$ cat config.mk
export PLATFORM = sky130hd
export DESIGN_NAME = rc_pulse_width_decoder
export DESIGN_NICKNAME = d
export VERILOG_FILES = /design/src/rpwd_pkg.sv /design/src/rpwd_apb_regs.sv /design/src/rpwd_decode.sv /design/src/rc_pulse_width_decoder.sv
export SDC_FILE = /design/constraint.sdc
export NUM_CORES = 1
export LEC_CHECK = 0
export BUFFER_PORTS_ARGS = -buffer_cell sky130_fd_sc_hd__buf_2
export CAP_MARGIN = 5
export CORE_MARGIN = 2
export CORE_UTILIZATION = 50
export CTS_CLUSTER_DIAMETER = 150
export DETAILED_ROUTE_END_ITERATION = 10
export PLACE_DENSITY = 0.75
export SYNTH_ARGS = -nofsm -noshare
export SYNTH_HDL_FRONTEND = slang
export SYNTH_SLANG_ARGS = --single-unit
$ cat constraint.sdc
create_clock -name clk -period 12.1 [get_ports clk]
set_clock_uncertainty 0.1 [all_clocks]
set_input_delay 0.605 -clock clk [delete_from_list [all_inputs] [get_ports clk]]
set_output_delay 0.605 -clock clk [all_outputs]
set_load 0.01 [all_outputs]
$ cat src/rpwd_pkg.sv
// Shared types, constants and register codes for the RC pulse width decoder.
package rpwd_pkg;

  localparam int NUM_CHANNELS = 3;
  localparam int CH_W         = 2;
  localparam int DUTY_W       = 16;
  localparam int APB_AW       = 5;
  localparam int APB_DW       = 32;
  localparam int IN_TDATA_W   = 24;
  localparam int OUT_TDATA_W  = 40;

  typedef enum logic [CH_W-1:0] {
    CH_STEER = 2'd0,
    CH_MOTOR = 2'd1,
    CH_MODE  = 2'd2,
    CH_NONE  = 2'd3
  } channel_t;

  typedef enum logic [2:0] {
    REG_DUTY_FLOOR    = 3'd0,
    REG_DUTY_CEILING  = 3'd1,
    REG_DUTY_CAP      = 3'd2,
    REG_CENTER_OFFSET = 3'd3,
    REG_TIMER_PERIOD  = 3'd4
  } reg_idx_t;

  localparam logic [DUTY_W-1:0] MODE_OFF_LO = 16'd800;
  localparam logic [DUTY_W-1:0] MODE_OFF_HI = 16'd1300;
  localparam logic [DUTY_W-1:0] MODE_ON_LO  = 16'd1400;
  localparam logic [DUTY_W-1:0] MODE_ON_HI  = 16'd2200;

  localparam logic [DUTY_W-1:0] DUTY_FLOOR_RST    = 16'd1000;
  localparam logic [DUTY_W-1:0] DUTY_CEILING_RST  = 16'd2000;
  localparam logic [DUTY_W-1:0] DUTY_CAP_RST      = 16'd1800;
  localparam logic [DUTY_W-1:0] CENTER_OFFSET_RST = 16'd0;
  localparam logic [DUTY_W-1:0] TIMER_PERIOD_RST  = 16'd5000;

  typedef struct packed {
    logic [DUTY_W-1:0]        timer_period;
    logic signed [DUTY_W-1:0] center_offset;
    logic [DUTY_W-1:0]        duty_cap;
    logic [DUTY_W-1:0]        duty_ceiling;
    logic [DUTY_W-1:0]        duty_floor;
  } cfg_t;

  // Lowest field last, so it lands in the lowest bits.
  typedef struct packed {
    logic [DUTY_W-1:0] timestamp;
    logic              level;
    logic [CH_W-1:0]   channel;
  } in_item_t;

  typedef struct packed {
    logic              remote_mode;
    logic [DUTY_W-1:0] motor_duty;
    logic              motor_valid;
    logic [DUTY_W-1:0] steer_duty;
    logic              steer_valid;
  } out_item_t;

  localparam int IN_ITEM_W  = $bits(in_item_t);
  localparam int OUT_ITEM_W = $bits(out_item_t);

endpackage

$ cat src/rpwd_apb_regs.sv
// APB configuration register file for the RC pulse width decoder.
module rpwd_apb_regs (
  input  logic                        clk,
  input  logic                        rst,
  input  logic                        psel,
  input  logic                        penable,
  input  logic                        pwrite,
  input  logic [rpwd_pkg::APB_AW-1:0] paddr,
  input  logic [rpwd_pkg::APB_DW-1:0] pwdata,
  output logic [rpwd_pkg::APB_DW-1:0] prdata,
  output logic                        pready,
  output rpwd_pkg::cfg_t              cfg
);
  import rpwd_pkg::*;

  logic     wr_en;
  reg_idx_t idx;

  assign pready = 1'b1;
  assign wr_en  = psel && penable && pwrite && pready;
  assign idx    = reg_idx_t'(paddr[APB_AW-1:2]);

  always_ff @(posedge clk) begin
    if (rst) begin
      cfg.duty_floor    <= DUTY_FLOOR_RST;
      cfg.duty_ceiling  <= DUTY_CEILING_RST;
      cfg.duty_cap      <= DUTY_CAP_RST;
      cfg.center_offset <= CENTER_OFFSET_RST;
      cfg.timer_period  <= TIMER_PERIOD_RST;
    end else if (wr_en) begin
      unique case (idx)
        REG_DUTY_FLOOR:    cfg.duty_floor    <= pwdata[DUTY_W-1:0];
        REG_DUTY_CEILING:  cfg.duty_ceiling  <= pwdata[DUTY_W-1:0];
        REG_DUTY_CAP:      cfg.duty_cap      <= pwdata[DUTY_W-1:0];
        REG_CENTER_OFFSET: cfg.center_offset <= pwdata[DUTY_W-1:0];
        REG_TIMER_PERIOD:  cfg.timer_period  <= pwdata[DUTY_W-1:0];
        default: ;
      endcase
    end
  end

  always_comb begin
    prdata = '0;
    unique case (idx)
      REG_DUTY_FLOOR:    prdata[DUTY_W-1:0] = cfg.duty_floor;
      REG_DUTY_CEILING:  prdata[DUTY_W-1:0] = cfg.duty_ceiling;
      REG_DUTY_CAP:      prdata[DUTY_W-1:0] = cfg.duty_cap;
      REG_CENTER_OFFSET: prdata[DUTY_W-1:0] = cfg.center_offset;
      REG_TIMER_PERIOD:  prdata[DUTY_W-1:0] = cfg.timer_period;
      default:           prdata = '0;
    endcase
  end

endmodule

$ cat src/rpwd_decode.sv
// Width measurement, mode tracking and duty checks; holds the per-channel edge state.
module rpwd_decode (
  input  logic                 clk,
  input  logic                 rst,
  input  logic                 commit,
  input  rpwd_pkg::in_item_t   item,
  input  rpwd_pkg::cfg_t       cfg,
  output rpwd_pkg::out_item_t  result
);
  import rpwd_pkg::*;

  logic [DUTY_W-1:0] rise_stamp [NUM_CHANNELS];
  logic              remote_enable;
  logic              remote_enable_next;

  logic              ch_ok;
  logic [DUTY_W-1:0] start;
  logic [DUTY_W-1:0] diff;
  logic [DUTY_W-1:0] width;
  logic signed [DUTY_W+1:0] steer_val;
  logic signed [DUTY_W+1:0] min_s;
  logic signed [DUTY_W+1:0] max_s;
  logic              falling;

  assign ch_ok   = item.channel < CH_W'(NUM_CHANNELS);
  assign start   = ch_ok ? rise_stamp[item.channel] : '0;
  assign diff    = item.timestamp - start;
  // Wrap back into range when the stamp did not move forward.
  assign width   = (item.timestamp > start) ? diff : diff + cfg.timer_period;
  assign falling = ch_ok && !item.level;

  assign steer_val = $signed({2'b00, width}) - (DUTY_W+2)'(cfg.center_offset);
  assign min_s     = $signed({2'b00, cfg.duty_floor});
  assign max_s     = $signed({2'b00, cfg.duty_ceiling});

  always_comb begin
    remote_enable_next = remote_enable;
    result             = '0;
    if (falling) begin
      unique case (channel_t'(item.channel))
        CH_MODE: begin
          if (width > MODE_OFF_LO && width < MODE_OFF_HI) begin
            remote_enable_next = 1'b0;
          end else if (width > MODE_ON_LO && width < MODE_ON_HI) begin
            remote_enable_next = 1'b1;
          end
        end
        CH_STEER: begin
          if (remote_enable && steer_val < max_s && steer_val > min_s) begin
            result.steer_valid = 1'b1;
            result.steer_duty  = steer_val[DUTY_W-1:0];
          end
        end
        CH_MOTOR: begin
          if (remote_enable && width < cfg.duty_ceiling && width > cfg.duty_floor) begin
            result.motor_valid = 1'b1;
            result.motor_duty  = (width > cfg.duty_cap) ? cfg.duty_cap : width;
          end
        end
        default: ;
      endcase
    end
    result.remote_mode = remote_enable_next;
  end

  always_ff @(posedge clk) begin
    if (rst) begin
      remote_enable <= 1'b0;
      for (int i = 0; i < NUM_CHANNELS; i++) begin
        rise_stamp[i] <= '0;
      end
    end else if (commit) begin
      remote_enable <= remote_enable_next;
      if (ch_ok && item.level) begin
        rise_stamp[item.channel] <= item.timestamp;
      end
    end
  end

endmodule

$ cat src/rc_pulse_width_decoder.sv
// Top level of the RC pulse width decoder: input register, decode, result register, APB.
//
//  channel  dir  handshake           payload
//  s_axis   in   s_tvalid/s_tready   s_tdata: edge event
//  m_axis   out  m_tvalid/m_tready   m_tdata: duties and remote mode
//  apb      in   psel/penable/pready 5 registers at 4*index
//
// Each request passes through the input register, then the decode logic feeds
// the result register. One request per cycle is sustained while m_tready is high.
// Reset clears the edge stamps, remote mode and both valid flags and loads the
// register defaults. When m_tready is low the result holds and the input register
// still takes one more request before s_tready drops.
module rc_pulse_width_decoder (
  input  logic                             clk,
  input  logic                             rst,
  input  logic                             s_tvalid,
  output logic                             s_tready,
  // [1:0] channel, [2] level, [18:3] timestamp, rest zero
  input  logic [rpwd_pkg::IN_TDATA_W-1:0]  s_tdata,
  output logic                             m_tvalid,
  input  logic                             m_tready,
  // [0] steer_valid, [16:1] steer_duty, [17] motor_valid, [33:18] motor_duty,
  // [34] remote_mode, rest zero
  output logic [rpwd_pkg::OUT_TDATA_W-1:0] m_tdata,
  input  logic                             psel,
  input  logic                             penable,
  input  logic                             pwrite,
  input  logic [rpwd_pkg::APB_AW-1:0]      paddr,
  input  logic [rpwd_pkg::APB_DW-1:0]      pwdata,
  output logic [rpwd_pkg::APB_DW-1:0]      prdata,
  output logic                             pready
);
  import rpwd_pkg::*;

  cfg_t      cfg;
  in_item_t  in_reg;
  logic      in_valid;
  out_item_t result;
  out_item_t out_reg;
  logic      advance;

  rpwd_apb_regs u_regs (
    .clk     (clk),
    .rst     (rst),
    .psel    (psel),
    .penable (penable),
    .pwrite  (pwrite),
    .paddr   (paddr),
    .pwdata  (pwdata),
    .prdata  (prdata),
    .pready  (pready),
    .cfg     (cfg)
  );

  // Move the held request into the result register when that slot frees up.
  assign advance  = in_valid && (!m_tvalid || m_tready);
  assign s_tready = !in_valid || advance;

  always_ff @(posedge clk) begin
    if (rst) begin
      in_valid <= 1'b0;
    end else if (s_tready) begin
      in_valid <= s_tvalid;
    end
  end

  always_ff @(posedge clk) begin
    if (s_tready && s_tvalid) begin
      in_reg <= in_item_t'(s_tdata[IN_ITEM_W-1:0]);
    end
  end

  rpwd_decode u_decode (
    .clk    (clk),
    .rst    (rst),
    .commit (advance),
    .item   (in_reg),
    .cfg    (cfg),
    .result (result)
  );

  always_ff @(posedge clk) begin
    if (rst) begin
      m_tvalid <= 1'b0;
    end else if (advance) begin
      m_tvalid <= 1'b1;
    end else if (m_tready) begin
      m_tvalid <= 1'b0;
    end
  end

  always_ff @(posedge clk) begin
    if (advance) begin
      out_reg <= result;
    end
  end

  assign m_tdata = {(OUT_TDATA_W-OUT_ITEM_W)'(0), out_reg};

endmodule

# ---- After elaboration in Yosys (flattened, before gate mapping)
# Memories as Yosys holds them, arrays and structs flattened. A register that Yosys moved wholly into a read port is not among the register bits.
# Cells that the tools add are included.
# Widths: inputs -> output; s select.
dict set report totals {
  elab_cells 89
  input_bits 68
  ff_bits 137
  ramBits 48
  latchBits 0
  output_inout_bits 75
  n_memories 1
  mem_bits_ro 0
}
# memory words width read_ports rd_ports_with_merged_regs write_ports line_no
set mem_list {}
lappend mem_list {u_decode.rise_stamp 3 16 1 1 3 rpwd_decode.sv:12} ;# logic [DUTY_W-1:0] rise_stamp [NUM_CHANNELS];
dict set report classes {
  magnitude_cmp 11
  div 0
  eq_ne 6
  multipliers 0
  n_addsub 3
  n_shift 0
  bitwise 0
  n_mux 22
  n_reduce_logical 30
}
# operator count
set ops {}
lappend ops {{$pmux 16 s5} 1}
lappend ops {{$mux 16} 4}
lappend ops {{$gt 16x16->1} 3}
lappend ops {{$gt 18x17->1} 1}
lappend ops {{$lt 18x17->1} 1}
lappend ops {{$sub 17x16->18} 1}
lappend ops {{$add 16x16->16} 1}
lappend ops {{$gt 16x10->1 const B} 1}
lappend ops {{$gt 16x11->1 const B} 1}
lappend ops {{$lt 16x11->1 const B} 1}
lappend ops {{$lt 16x12->1 const B} 1}
lappend ops {{$lt 16x16->1} 1}
lappend ops {{$reduce_or 16->1} 1}
lappend ops {{$sub 16x16->16} 1}
lappend ops {{$mux 1} 15}
lappend ops {{$reduce_and 2->1} 7}
lappend ops {{$logic_and 1x1->1} 12}
lappend ops {{$eq 3x2->1 const B} 2}
lappend ops {{$reduce_and 3->1} 2}
lappend ops {{$mux 2} 2}
lappend ops {{$eq 3x1->1 const B} 1}
lappend ops {{$eq 3x3->1 const B} 1}
lappend ops {{$logic_not 1->1} 3}
lappend ops {{$logic_not 3->1} 1}
lappend ops {{other kinds (6)} 7}

# ---- Longest topological paths before layout
# Gate-level depths: netlist of the first run.
dict set report depth {
  word_depth 11
  depth_mapped 34
  depth_no_buf 32
}

# ---- By module
# A second synthesis of the first run with hierarchy kept.
dict set report unflattened {
  cells_unflattened 1328
  hier_area_um2 12899.9
}
# mod instances cells_per_inst area_each_um2
set by_module_without_submodules {}
lappend by_module_without_submodules {rpwd_decode 1 863 7215.7}
lappend by_module_without_submodules {rpwd_apb_regs 1 395 3917.5}
lappend by_module_without_submodules {rc_pulse_width_decoder 1 70 1766.7}

# ---- Worst setup path after synthesis of the first run
# No wires, ideal clock.
dict set report synth_timing {
  path_type {reg-to-reg}
  startpoint {register with a tool-made name}
  endpoint {register out_reg, in the netlist m_tdata[13], data pin}
  setup_time_ps 255
  arrival_time_ps 7255
  path_slack_ps 4490
  stages_incl_launch_ff 32
  synth_period_minus_slack_ps 7610
  path_cell_list {dfxtp_1 clkbuf_1 buf_1 mux4_2 nand2_1 ha_1 buf_6 a21o_1 a221oi_2 xnor2_1 ha_1 a21oi_1 nand2_1 o21ai_1 o21bai_1 xor2_1 mux2_2 ha_1 nand2_1 a211o_1 a31oi_1 a31oi_1 o21ai_1 xor2_1 ha_1 nand4_1 or4_1 nand4_1 a31o_2 nor2_1 clkbuf_1 and3b_1}
}
# item line_no
set synth_rtl {}
lappend synth_rtl {{end signal, assigned} rc_pulse_width_decoder.sv:94} ;# out_reg <= result;
lappend synth_rtl {{end, declared} rc_pulse_width_decoder.sv:39} ;# out_item_t out_reg;

# ---- Worst setup path after layout of the first run
dict set report layout_timing {
  startpoint {register in_reg[0] (netlist bit)}
  endpoint {register out_reg, in the netlist m_tdata[10], data pin}
}
dict set report layout_via {
  elab_chain_len 10
  elab_cells_between_ends 14
  classes_between {add/sub (3); order compare (4); mux (2); reduce/logical (5)}
}
# item line_no
set layout_rtl {}
lappend layout_rtl {{start, declared} rc_pulse_width_decoder.sv:36} ;# in_item_t in_reg;
lappend layout_rtl {{start signal, assigned} rc_pulse_width_decoder.sv:69} ;# in_reg <= in_item_t'(s_tdata[IN_ITEM_W-1:0]);
lappend layout_rtl {{$lt 2x2->1 (*)} rpwd_decode.sv:25} ;# assign ch_ok = item.channel < CH_W'(NUM_CHANNELS);
lappend layout_rtl {{$mux 16 (*)} rpwd_decode.sv:26} ;# assign start = ch_ok ? rise_stamp[item.channel] : '0;
lappend layout_rtl {{$sub 16x16->16} rpwd_decode.sv:27} ;# assign diff = item.timestamp - start;
lappend layout_rtl {{$add 16x16->16} rpwd_decode.sv:29} ;# assign width = (item.timestamp > start) ? diff : diff + cfg.timer_period;
lappend layout_rtl {{$mux 16 (*)} rpwd_decode.sv:29}
lappend layout_rtl {{$sub 17x16->18 (*)} rpwd_decode.sv:32} ;# assign steer_val = $signed({2'b00, width}) - (DUTY_W+2)'(cfg.center_offset);
lappend layout_rtl {{named net u_decode.steer_val[15]} rpwd_decode.sv:20} ;# logic signed [DUTY_W+1:0] steer_val;
lappend layout_rtl {{$lt 18x17->1} rpwd_decode.sv:49} ;# if (remote_enable && steer_val < max_s && steer_val > min_s) begin
lappend layout_rtl {{$logic_and 1x1->1} rpwd_decode.sv:49}
lappend layout_rtl {{$logic_and 1x1->1 (*)} rpwd_decode.sv:49}
lappend layout_rtl {{$reduce_and 3->1 (no source line) (*)} n/a}
# Mark *: on every way through the listed nets, which the timed path passes. The rest lies on a longest branch.
# A chain may end at the register's enable or synchronous reset.

==> results of run 1 <==
==> per-stage QoR <==
step                      setup slack, ns  area (um2)  cells  utilization, %
after global routing                2.428       14610   1840           56.40
after global placement              3.266       13920   1800           53.74
final                               2.856       14620   1843           56.42
after CTS                           3.078       14610   1840           56.40
after detailed placement            3.143       13920   1800           53.74
after floorplan                     4.490       13280   1432               -
==> worst max-delay path: cells and delay by family (launching register included) <==
kind	cells	cell delay [ns]
compound gates	12	3.24
xor+xnor	3	1.00
fa+ha+maj	5	1.84
buf+inv	1	0.09
flops	1	0.54
mux	1	0.40
simple gates	7	1.86
==> final cells by class <==
type | count | area [um2] | share of cell area [%]
antenna | 3 | 7.507 | 0.05135
clock buffer | 27 | 599.3 | 4.099
clock inverter | 13 | 88.84 | 0.6076
inverter | 92 | 345.3 | 2.362
multi-input combinational | 1056 | 7302 | 49.94
sequential | 203 | 5245 | 35.87
tap | 335 | 419.2 | 2.867
timing repair buffer | 114 | 613.1 | 4.193
==> cells in the final DEF (no fill, tap or decap), types with 40 or more instances in the layout <==
master / count
dfxtp_1: 85
a21oi_1: 108
buf_2: 97
nand2_1: 198
ha_1: 126
o21ai_0: 40
edfxtp_1: 118
and2_1: 47
inv_1: 91
nor2_1: 91
==> final timing paths <==
kind | from | end | cells past startpoint
max | in_reg[0] | m_tdata[10] | 29
min | s_tdata[11] | in_reg[11] | 1
max reg2reg | in_reg[0] | m_tdata[10] | 29
min reg2reg | in_reg[3] | u_decode.rise_stamp[3][0] | 0
==> logic make-up (layout without fill, tap and decap cells) <==
kind of cell / after synthesis / in the layout / synth area share (%)
fa+ha+maj: 129 / 129 / 12.45
buf+inv: 173 / 246 / 5.777
mux: 45 / 45 / 5.044
simple gates: 469 / 469 / 17.10
flops: 203 / 203 / 39.90
other cells: 2 / 41 / 0.05713
compound gates: 338 / 338 / 17.15
xor+xnor: 37 / 37 / 2.522
==> power groups by stage <==
stage          Clock [mW]  Combinational [mW]  Sequential, mW
2_1_floorplan           0                1.12           0.774
6_report            0.643                1.58           0.761
5_1_grt             0.678                1.74           0.763
3_3_place_gp            0                1.50           0.775
3_5_place_dp            0                1.54           0.776
4_1_cts             0.651                1.55           0.761
==> metal layers <==
layer | up-vias | share of wire (%) | wire length (um) | GRT usage, %
li1 | 5168 | - | - | -
met1 | 5162 | 42 | 14860 | 33.42
met2 | 435 | 46 | 16520 | 42.14
met3 | 95 | 7.8 | 2789 | 4.385
met4 | 0 | 4.2 | 1516 | 10.55
met5 | - | 0 | 0 | 0
==> cells in the mapped netlist (all sizes together), types with 8 or more instances <==
cell type and number:
inv 92, nand4 23, xnor2 23, xor2 14, a22oi 32, nand2b 8, nor3 12, mux2 10
o21ai 49, dfxtp 85, nand3 21, edfxtp 118, a211oi 14, buf 37, a21o 27, o22ai 18
nor2b 18, and3b 9, clkbuf 44, a21oi 108, mux2i 19, nor2 91, mux4 16, ha 126
and2 47, o21a 22, nand2 198, a211o 20
==> metrics.yaml, run 1 <==
outcome:
  run_status: "finished clean"
clock_tree:
  postCtsSetupBuffers: 0
  clockBufferDepth: 3
  h-tree-depth: 1
  clk_latency_ns: 0.53
  tritoncts: "built"
  cts_made_buffers: 22
  cts.repair.resized: 0
  cts-root-buf: "clkbuf_16"
  clk_pin_slew_worst_paths_ns: 0.06
  clkSinkCount: 203
  cts_hold_buf: 0
power_and_ir_drop:
  power_leakage_nw: 5.901
  ir_drop_uv: 126.1
  p_per_area_nw_per_um2: 204.3
  p_seq_share_pct: 25.5
  power_mw: 2.987
  intPower_mw: 1.723
  p_switching_mw: 1.264
  power_frac_comb_pct: 53.0
  clockPowerShare_pct: 21.5
  swShare_pct: 42.31
yosys:
  ys_seq_elements: 203
  synth-edff-count: 118
  ys_types: 74
  synth.largest_area_cell: "edfxtp_1"
  synthArstFlopShare_pct: 0
  synth_cells: 1396
  synth.avg_cell_area_um2: 9.417
  seq_area_frac_synth_pct: 39.90
  ys_warn_count: 0
  yosys-top-cells-area: "edfxtp_1, dfxtp_1, ha_1, nand2_1, a21oi_1"
  yosysTopAreaCellShare_pct: 26.95
  syn-cell-area_um2: 13150
  synth_flop_cell: "edfxtp_1"
timing:
  worstMarginPinSlew_ns: 1.247
  whs_ns: 0.1533
  final_hold_viol_count: 0
  finalSetupViolCount: 0
  max-slew-margin-rel_pct: 16.83
  post-route-period-util_pct: 76.40
  max_clock_freq_ghz: 0.1082
  slew_violations: 0
  tns_ns: 0
  rsz0062_at_grt: "false"
  fin_crit_ns: 9.244
global_routing:
  grt_overflow: 0
  grt_pass1_wl_um: 56330
  antenna_found_initial: 3
  grt_pass1_vias: 10590
  gr-usage-all-layers_pct: 25.54
  grt_max_degree: 88
placed_design:
  globalplace.congestion: 0.9579
  io_buffer_count: 97
  place_hpwl_um: 27190
routing:
  ant_nets: 0
  drc: 0
  dr.pass1.iters: 5
  avgViaCountPerCell: 5.893
  wl_per_cell_um: 19.36
  vias: 10860
  drt_wl_total_um: 35690
  drtIter0Drc: 1102
floorplan:
  ios: 143
  fp-row-count: 59
  fp.dieArea_um2: 27610
  die_h_um: 166.2
  core-area_um2: 25910
  initial_core_util_pct: 50.74
  die_w_um: 166.2
finish:
  n_fill_cell: 2250
  layout-drive-gt1-share_pct: 13.55
  largest_reg_flops: 80
  fin_nets: 1686
  top_register: "u_regs.cfg"
  area_delta_synth_final_pct: 11.21
setup_path:
  cp.required_ns: 12.34
  r2r_slack_ns: 2.86
  crit_top_cell: "ha_1"
  crit_path_max_incr_delay_ns: 0.56
  slowest_stage: "nor2_1"
  worstPathArrival_ns: 9.49
  crit_type: "flip-flop to flip-flop"
  end_kind: "flip-flop"
  startpoint_type: "flip-flop"
  cp_max_fo: 16
hold_path:
  hp-class: "input port to flip-flop"
flow_run:
  drv_cap: 0
(Power assumes the default switching activity.)
==> inputs of run 2 (changes only) <==
--- a/config.mk
+++ b/config.mk
@@ -11,7 +11,7 @@
 export CORE_UTILIZATION = 50
 export CTS_CLUSTER_DIAMETER = 150
 export DETAILED_ROUTE_END_ITERATION = 10
-export PLACE_DENSITY = 0.75
+export PLACE_DENSITY = 0.77
 export SYNTH_ARGS = -nofsm -noshare
 export SYNTH_HDL_FRONTEND = slang
 export SYNTH_SLANG_ARGS = --single-unit
==> constraint.sdc (replaced) <==
create_clock -name clk -period 8 [get_ports clk]
set_clock_uncertainty 0.1 [all_clocks]
set_input_delay 0.4 -clock clk [delete_from_list [all_inputs] [get_ports clk]]
set_output_delay 0.4 -clock clk [all_outputs]
set_load 0.01 [all_outputs]
==> run 2 against run 1 <==
Non-clock buffer count up 41. Critical endpoint is now m_tdata[3]. Hold slack worse by 0.14 ns. Combinational power up 59%. Flip-flop and latch count unchanged. Largest cell class unchanged. Sequential power up 51%. Die area unchanged. Via count up 3.1%. Cell area up 3.4%. Critical path depth down 2. Sequential share of layout area down 1.2 points. Critical path type unchanged. Largest power group unchanged.
==> metrics.yaml, run 2 (same netlist as run 1, synthesis figures left out) <==
floorplan:
  die_w_um: 166.2  # unchanged
  die_h_um: 166.2  # unchanged
  fp-row-count: 59  # unchanged
  fp.dieArea_um2: 27610  # unchanged
  core-area_um2: 25910  # unchanged
  initial_core_util_pct: 50.74  # unchanged
  ios: 143  # unchanged
setup_path:
  worstPathArrival_ns: 7.82  # -1.67 ns
  cp_max_fo: 10  # -6
  end_kind: "flip-flop"
  slowest_stage: "or4_1"
  r2r_slack_ns: 0.37  # -2.49 ns
  crit_top_cell: "ha_1"
  crit_path_max_incr_delay_ns: 0.52  # -0.04 ns
  critPathBufInv: 2  # +1
  startpoint_type: "flip-flop"
  crit_type: "flip-flop to flip-flop"
  cp.required_ns: 8.18  # -4.16 ns
  rr_worst_depth: 27  # -6.9%
  rr_endpoint: "m_tdata[3]"
  critPathTopFamily: "simple AND/OR/NAND/NOR gates"
hold_path:
  hp-class: "input port to flip-flop"
  min-delay-start: "s_tvalid"
  hold_path_depth: 3  # +2
  hold_end: "in_valid"
clock_tree:
  clkSinkCount: 203  # unchanged
  clk_latency_ns: 0.53  # about the same
  clk_pin_slew_worst_paths_ns: 0.06  # about the same
  h-tree-depth: 1  # unchanged
  clockBufferDepth: 3  # unchanged
  postCtsSetupBuffers: 0  # unchanged
  cts_made_buffers: 23  # +4.5%
  tritoncts: "built"
  cts-root-buf: "clkbuf_16"
outcome:
  run_status: "finished clean"
placed_design:
  io_buffer_count: 97  # unchanged
  place_hpwl_um: 28720  # +5.6%
  globalplace.congestion: 0.9566  # -0.14%
  postPlaceCellArea_um2: 14090  # +1.2%
  placed_cells: 1822  # +1.2%
finish:
  top_register: "u_regs.cfg"
  final_cell_area_um2: 15120  # +3.4%
  seq_area_um2: 5246  # about the same
  fin_nets: 1728  # +2.5%
  layout-drive-gt1-share_pct: 15.31  # +1.8 points
  multiInputGateArea_um2: 7391  # +1.2%
  largest_reg_flops: 80  # unchanged
  layout_common_cells: "nand2_1, ha_1, edfxtp_1"
  area_delta_synth_final_pct: 14.98
  final_cells: 1886  # +2.3%
  final_common_cell: "nand2_1"
  fin_util_pct: 58.34  # +1.9 points
  n_fill_cell: 2227  # -1.0%
routing:
  wl_met1_um: 15170  # +2.1%
  wl_per_cell_um: 20.35  # +5.1%
  ant_nets: 0  # unchanged
  dr.pass1.iters: 6  # +1
  wl_met2_um: 17420  # +5.5%
  drtIter0Drc: 1224  # +11%
  drt_wl_total_um: 38390  # +7.6%
  vias: 11190  # +3.1%
  highest_layer: "met5"
  drc: 0  # unchanged
  avgViaCountPerCell: 5.935  # +0.72%
  wl_met3_um: 4005  # +44%
global_routing:
  grt_overflow: 0  # unchanged
  grt_pass1_vias: 11060  # +4.5%
  grt_max_degree: 88  # unchanged
  gr-usage-all-layers_pct: 27.47  # +1.9 points
  grt_pass1_wl_um: 59830  # +6.2%
  antenna_found_initial: 4  # +1
power_and_ir_drop:
  ir_drop_uv: 321.4  # +150%
  p_per_area_nw_per_um2: 312.0  # +53%
  power_leakage_nw: 6.149  # +4.2%
timing:
  max-slew-margin-rel_pct: 20.62  # +3.8 points
  post-route-period-util_pct: 95.43  # +19 points
  whs_ns: 0.01239  # -0.1409 ns
  rsz0062_at_grt: "false"
  fin_crit_ns: 7.634  # -1.609 ns
  final_hold_viol_count: 0  # unchanged
  finalSetupViolCount: 0  # unchanged
  slew_violations: 0  # unchanged
  worstMarginPinSlew_ns: 1.191  # -0.05681 ns
  tns_ns: 0  # unchanged
  max_clock_freq_ghz: 0.1310  # +21%
flow_run:
  drv_cap: 0  # unchanged
==> run 2: cell types whose count changed in the layout (fill, tap and decap cells not counted), sizes merged <==
cell         previous run  this run
dlygate4sd3             0        19
buf                   114       136
clkinvlp                3         1
inv                    93        95
bufinv                  0         2
==> run 2: worst max-delay path by stage <==
stage / start / endpoint / slack (ns) / depth (start not counted)
after floorplan: flip-flop / m_tdata[13] / 0.39 / 31
after global placement: flip-flop / m_tdata[5] / 0.43 / 27
after detailed placement: flip-flop / m_tdata[10] / 0.04 / 28
after CTS: flip-flop / m_tdata[10] / 0.08 / 28
after global routing: flip-flop / m_tdata[3] / 0.02 / 27
final: flip-flop / m_tdata[3] / 0.37 / 27
==> run 2: final cells by class <==
cell class | instances | share of cell area [%]
multi-input cells | 1056 | 48.90
clock buffers | 27 | 3.973
well taps | 335 | 2.773
clock inverters | 15 | 0.9105
diodes | 3 | 0.04966
repair buffers | 155 | 6.407
inverters | 92 | 2.285
flip-flops and latches | 203 | 34.71
==> run 2: per-layer routing <==
layer | vias up | GRT usage (%)
li1 | 5253 | -
met1 | 5258 | 35.81
met2 | 576 | 44.72
met3 | 104 | 4.957
met4 | 2 | 12.51
met5 | - | 0
==> run 2: worst reg2reg max path, cell delays in order (launching register included) <==
cell and delay [ns]:
dfxtp_2 0.42, buf_4 0.21, mux4_2 0.50, nand2_1 0.10, ha_1 0.32, a21o_1 0.25
a221oi_4 0.38, a21oi_1 0.20, mux2_2 0.32, or2_2 0.30, ha_1 0.41, nor4b_1 0.09
a2111oi_1 0.42, nand2_1 0.09, mux2_2 0.36, ha_1 0.25, or3_1 0.39, or2_2 0.28
a31oi_1 0.20, xnor2_1 0.17, ha_1 0.34, nand4_1 0.08, or4_1 0.52, nand4_1 0.11
a31o_2 0.13, nor2_1 0.07, buf_4 0.18, and3b_1 0.18
==> run 2: repair_timing <==
action / CTS / global route
endpoints found under the setup margin: 1 / 31
pin swaps: 0 / 0
cloned: 0 / 0
hold buffers: 19 / 0
resized for setup: 1 / 13
hold endpoints to repair: 19 / 0
==> run 2: report_power, final <==
part	leakage (nW)	internal [mW]	switching [mW]	total (mW)
Clock	0.366	0.605	0.436	1.04
Combinational	3.90	1.02	1.50	2.52
Sequential	1.88	1.14	0.0173	1.15
==> run 2: through the flow <==
stage	setup slack, ns	total power [mW]
2_1_floorplan	0.3899	2.871
3_3_place_gp	0.4285	3.488
3_5_place_dp	0.04060	3.570
4_1_cts	0.07663	4.624
5_1_grt	0.02062	5.016
6_report	0.3657	4.716
